===== config.mk =====
export PLATFORM = sky130hd
export DESIGN_NAME = tsc_front
export DESIGN_NICKNAME = d
export VERILOG_FILES = /design/src/rtl/tsc_pkg.sv /design/src/rtl/tsc_front.sv
export SDC_FILE = /design/constraint.sdc
export NUM_CORES = 2
export LEC_CHECK = 0
export BUFFER_PORTS_ARGS = -buffer_cell sky130_fd_sc_hd__buf_2
export CAP_MARGIN = 10
export CORE_MARGIN = 10
export CORE_UTILIZATION = 53
export CTS_CLUSTER_DIAMETER = 200
export DETAILED_ROUTE_END_ITERATION = 8
export PLACE_DENSITY_LB_ADDON = 0.25
export SYNTH_ARGS = -nofsm -noshare
export SYNTH_HDL_FRONTEND = slang
export SYNTH_SLANG_ARGS = --single-unit
export TNS_END_PERCENT = 100

===== constraint.sdc =====
create_clock -name clk -period 1.13 [get_ports clk]
set_clock_uncertainty 0.1 [all_clocks]
set_input_delay 0.113 -clock clk [delete_from_list [all_inputs] [get_ports clk]]
set_output_delay 0.113 -clock clk [all_outputs]
set_load 0.05 [all_outputs]

===== src/rtl/tsc_pkg.sv =====
// ----------------------------------------------------------------------------
// tsc_pkg
// Shared types and constants for the Taylor sine/cosine pipeline: number
// formats, the lane record that moves down the cell chain, and the signed
// Q56 reciprocal-factorial coefficients of both series.
// ----------------------------------------------------------------------------
package tsc_pkg;

	localparam int XW      = 32;  // angle and result width, Q2.29
	localparam int YW      = 63;  // x*x, unsigned Q5.58
	localparam int HW      = 62;  // Horner accumulator, signed Q56
	localparam int MW      = 61;  // magnitude bits of the accumulator
	localparam int N_CELLS = 8;   // Horner steps in the chain

	typedef logic signed [HW-1:0] coef_t;

	// Item as it travels from cell to cell.
	typedef struct packed {
		logic                 mode;
		logic signed [XW-1:0] x;
		logic [YW-1:0]        y;
		coef_t                h;
	} lane_t;

	localparam logic [63:0] ONE = 64'd1 << 56;

	// (-1)^k / (2k+1)!, magnitude rounded to nearest with ties up
	localparam coef_t SIN_COEF [N_CELLS] = '{
		 coef_t'(ONE),
		-coef_t'((ONE + 64'd3) / 64'd6),
		 coef_t'((ONE + 64'd60) / 64'd120),
		-coef_t'((ONE + 64'd2520) / 64'd5040),
		 coef_t'((ONE + 64'd181440) / 64'd362880),
		-coef_t'((ONE + 64'd19958400) / 64'd39916800),
		 coef_t'((ONE + 64'd3113510400) / 64'd6227020800),
		-coef_t'((ONE + 64'd653837184000) / 64'd1307674368000)
	};

	// (-1)^k / (2k)!
	localparam coef_t COS_COEF [N_CELLS+1] = '{
		 coef_t'(ONE),
		-coef_t'((ONE + 64'd1) / 64'd2),
		 coef_t'((ONE + 64'd12) / 64'd24),
		-coef_t'((ONE + 64'd360) / 64'd720),
		 coef_t'((ONE + 64'd20160) / 64'd40320),
		-coef_t'((ONE + 64'd1814400) / 64'd3628800),
		 coef_t'((ONE + 64'd239500800) / 64'd479001600),
		-coef_t'((ONE + 64'd43589145600) / 64'd87178291200),
		 coef_t'((ONE + 64'd10461394944000) / 64'd20922789888000)
	};

endpackage


===== src/rtl/tsc_front.sv =====
// ----------------------------------------------------------------------------
// tsc_front
// Entry stage: square the angle and seed the Horner accumulator.
// ----------------------------------------------------------------------------
module tsc_front import tsc_pkg::*; (
	input  logic                 clk,
	input  logic                 arst_n,
	input  logic                 en,
	input  logic                 valid_in,
	input  logic                 mode,
	input  logic signed [XW-1:0] angle,
	output logic                 valid_out,
	output lane_t                lane_out
);

	logic signed [2*XW-1:0] sq;

	assign sq = angle * angle;

	always_ff @(posedge clk or negedge arst_n) begin
		if (!arst_n) begin
			valid_out <= 1'b0;
		end else if (en) begin
			valid_out <= valid_in;
		end
	end

	// sine starts from zero so its first cell just loads the top coefficient
	always_ff @(posedge clk) begin
		if (en) begin
			lane_out.mode <= mode;
			lane_out.x    <= angle;
			lane_out.y    <= sq[YW-1:0];
			lane_out.h    <= mode ? COS_COEF[N_CELLS] : '0;
		end
	end

endmodule


Word-level counts from Yosys, hierarchy flattened
Index checks and enable logic that the tools add are counted.

Divide/modulo/power cells: 0. Muxes and demuxes: 1. Bitwise logic cells: 0. $lt $le $gt $ge: 0. Equality and inequality tests: 0. Shift operators: 0. Multiply operators: 1. Reduce and logical (&&, ||, !) cells: 0. Add/subtract/negate cells: 0.

Operator list (count): $mul A32 B32 Y63 (1); $mux W12 (1).

Logic and storage cells: 7. Register bits: 159. RAM bits: 0. ROM bits: 0. Bits in latches: 0. Memories: 0.

Logic depth before layout (Yosys ltp)
Word-level depth: 1. Gate-level depth with buffers: 31.

Worst setup path after synthesis
Ideal clock, no wire load.

Kind: input to register. Start: input angle[31]. End: register lane_out[124] (netlist bit), data pin. Required time: 770 ps. Slack: -7475 ps. Arrival: 8245 ps. Setup time: 260 ps. Stages on the path: 28. Path through: clkbuf_1 clkbuf_1 nand2_1 inv_1 fa_1 fa_1 fa_1 inv_1 fa_1 inv_1 fa_1 fa_1 inv_1 fa_1 inv_1 fa_1 ha_1 and2_1 a21o_1 a21oi_1 nand3_1 a221oi_1 o31ai_1 a41o_1 o41a_1 a221o_1 a21oi_2 xnor2_1.

Longest elaborated chain between the ends: 1.

Ends and longest elaborated chain: start: declaration (line tsc_front.sv:11) `input logic signed [XW-1:0] angle,`; $mul A32 B32 Y63 (line tsc_front.sv:18) `assign sq = angle * angle;`; net sq[62] (line tsc_front.sv:16) `logic signed [2*XW-1:0] sq;`; end: declaration (line tsc_front.sv:13) `output lane_t lane_out`.

The timed path passes the listed nets, and every way through them passes these cells. A chain may end at the register's enable or synchronous reset.

Worst setup path in the final report
Start: input angle[18]. End: register lane_out[124] (netlist bit), data pin.

The elaborated chain is that of the path after synthesis.

==> flow_summary.toml <==
[cts]
numClockSinks = 95
cts.htree.levels = 3
clk_pin_slew_worst_paths_ps = 90
numCtsBuffers = 9
cts_tree = "done"
clk-insertion-delay-late_ps = 400
clockBufferDepth = 2
root_buffer = "clkbuf_16"

[synth]
synth_area_leader_cell = "fa_1"
synth_top_area_share = 0.5665
yosys_most_used_dff = "edfxtp_1"
netlist_top_cells_count = "inv_1 (1028), fa_1 (992), nand2_1 (308)"
yosysMostFrequentCell = "inv_1"
synth_area_leaders = "fa_1 (57%), inv_1 (11%), edfxtp_1 (8.1%)"
synth-async-reset-ratio = 0.01053
avgSynthCellArea_um2 = 10.24
synth_area_mm2 = 0.03505
syn_inst = 3423
synth_edf_count = 94
yosysUniqueCellTypes = 60
ys_warn_count = 0
ys_seq_elements = 95
yosysSeqAreaShare = 0.08124

[drt]
antenna_left = 0
totalWireLength_um = 102900
drt-pass1-iter-count = 5
drc = 0
drtIter0Drc = 1504
avgViaCountPerCell = 5.040
post_drt_wl_per_cell_um = 20.31
num_vias = 25530

[die]
core_area_mm2 = 0.06563
ios = 196
start_util = 0.5341
die_x_um = 277.2
die_h_um = 277.2
die_area_mm2 = 0.07683
num_rows = 94

[timing]
clock.fmax_mhz = 132.2
fin_crit_sh = 6.693
rsz0062_at_grt = "true"
min_period_ps = 7563
hold_viol_final = 0
final_max_slew_viol_count = 0
setup_violations = 162
setup_ws_ps = -6433
finalSetupTns_ps = -319330
whs_ps = 22.86

[job]
maxCapViolCount = 0

[critical_path]
worstPathRequired_ps = 1200
cpMaxStageDelayCell = "fa_1"
startpoint_type = "primary input"
endpoint_kind = "flip-flop"
crit_path_frequent_cell = "fa_1"
cp_data_arrival_time_ps = 7640
cp_max_fo = 7
slowest_delay_ps = 620
critical_path_class = "in2reg"

[global_route]
antenna_found_initial = 4
grt_start_max_net_pins = 41
grt_pass1_wl_um = 163700
grt_pass1_vias = 29600
grt_remaining_overflow = 0
track_usage = 0.2759

[final_layout]
nets = 5416
drive_above_1_share = 0.3034
synthToLayoutAreaGrowth_pct = 30.53
instances_no_fill = 5065

[place]
dp_cells = 4966
gp_congestion = 0.9369
io_buffers = 139
dpl.hpwl_um = 86820
dpl_worst_slack_ps = -7108

[run_status]
status = "finished with violations"
violations = "setup timing"

[worst_hold_path]
min_path_type = "in2reg"
==> critical path: cells and delay by family <==
kind | cells | cell delay [ps]
XOR/XNOR | 1 | 70
AND/OR/NAND/NOR | 4 | 570
adder cells (fa/ha/maj) | 9 | 4520
buffers and inverters | 6 | 590
AO/OA/AOI/OAI | 7 | 1780
==> final timing paths <==
kind / startpoint / to / slack [ps] / depth (start not counted)
max: angle[18] / lane_out[124] / -6430 / 27
min: en / lane_out[156] / 20 / 2
max reg2reg: valid_out / valid_out / 270 / 1
min reg2reg: valid_out / valid_out / 440 / 1
max in group asynchronous: arst_n / valid_out / 390 / 3
min in group asynchronous: arst_n / valid_out / 440 / 3
==> state kept, by name, indices dropped and copies added, names as in the netlist <==
name / count
valid_out: 1
lane_out: 94
==> per-layer routing <==
metal  GRT usage  vias to the layer above  part of all wire
met4      0.1115                        4             0.048
met3     0.04536                      235             0.067
met1      0.3296                    13250              0.37
met5           0                        -           0.00026
li1            -                    11230                 -
met2      0.4893                      816              0.52
==> through the flow <==
stage                     area, µm²  utilization
after CTS                     44490       0.6779
after global routing          45750       0.6972
final                         45760       0.6972
after floorplan               36700            -
after detailed placement      42280       0.6442
after global placement        42280       0.6442
==> kinds of logic (layout without fill, tap and decap cells) <==
family                   after synthesis  count (layout)  synth area share
flip-flops                            95              95           0.08124
AO/OA/AOI/OAI                        191             191           0.03573
adder cells (fa/ha/maj)             1185            1185            0.6354
other                                  1              58         0.0001070
multiplexers                           3               3         0.0009280
AND/OR/NAND/NOR                      646             646           0.08731
buffers and inverters               1211            1932            0.1365
XOR/XNOR                              91              91           0.02274
==> timing repair <==
item,in CTS,in global routing
pin swaps,163,112
hold endpoints to repair,11,1
cloned,3,1
hold buffers,12,1
setup buffers,43,44
gates resized for setup,365,383
setup endpoints to repair,163,163
==> placed cells by master (no fill, tap or decap), drive strengths merged, types with 5 or more instances in the layout <==
master          n
a21oi          71
a31oi           7
clkinv          5
nand4           9
and3            9
a21o           33
ha            193
inv          1028
o21ai          27
dlygate4sd3    13
and2          175
clkinvlp        7
conb           56
clkbuf         13
xor2           29
a221oi          5
o21bai          9
nand2         308
buf           865
nor2b          29
o21a            6
nand3          12
edfxtp         94
nor2           79
nor3            7
fa            992
nand2b          9
xnor2          62
==> final cells by class <==
| cell class | instances | area (µm²) |
|---|---|---|
| Antenna cell | 2 | 5.005 |
| Clock buffer | 11 | 242.7 |
| Clock inverter | 5 | 41.29 |
| Fill cell | 4814 | 19870 |
| Inverter | 1035 | 3921 |
| Multi-Input combinational cell | 2172 | 29590 |
| Sequential cell | 95 | 2848 |
| Tap cell | 864 | 1081 |
| Timing Repair Buffer | 881 | 8023 |
Power is not shown: default switching activity piles up to over one toggle a cycle in this logic, so the estimate is an artifact.
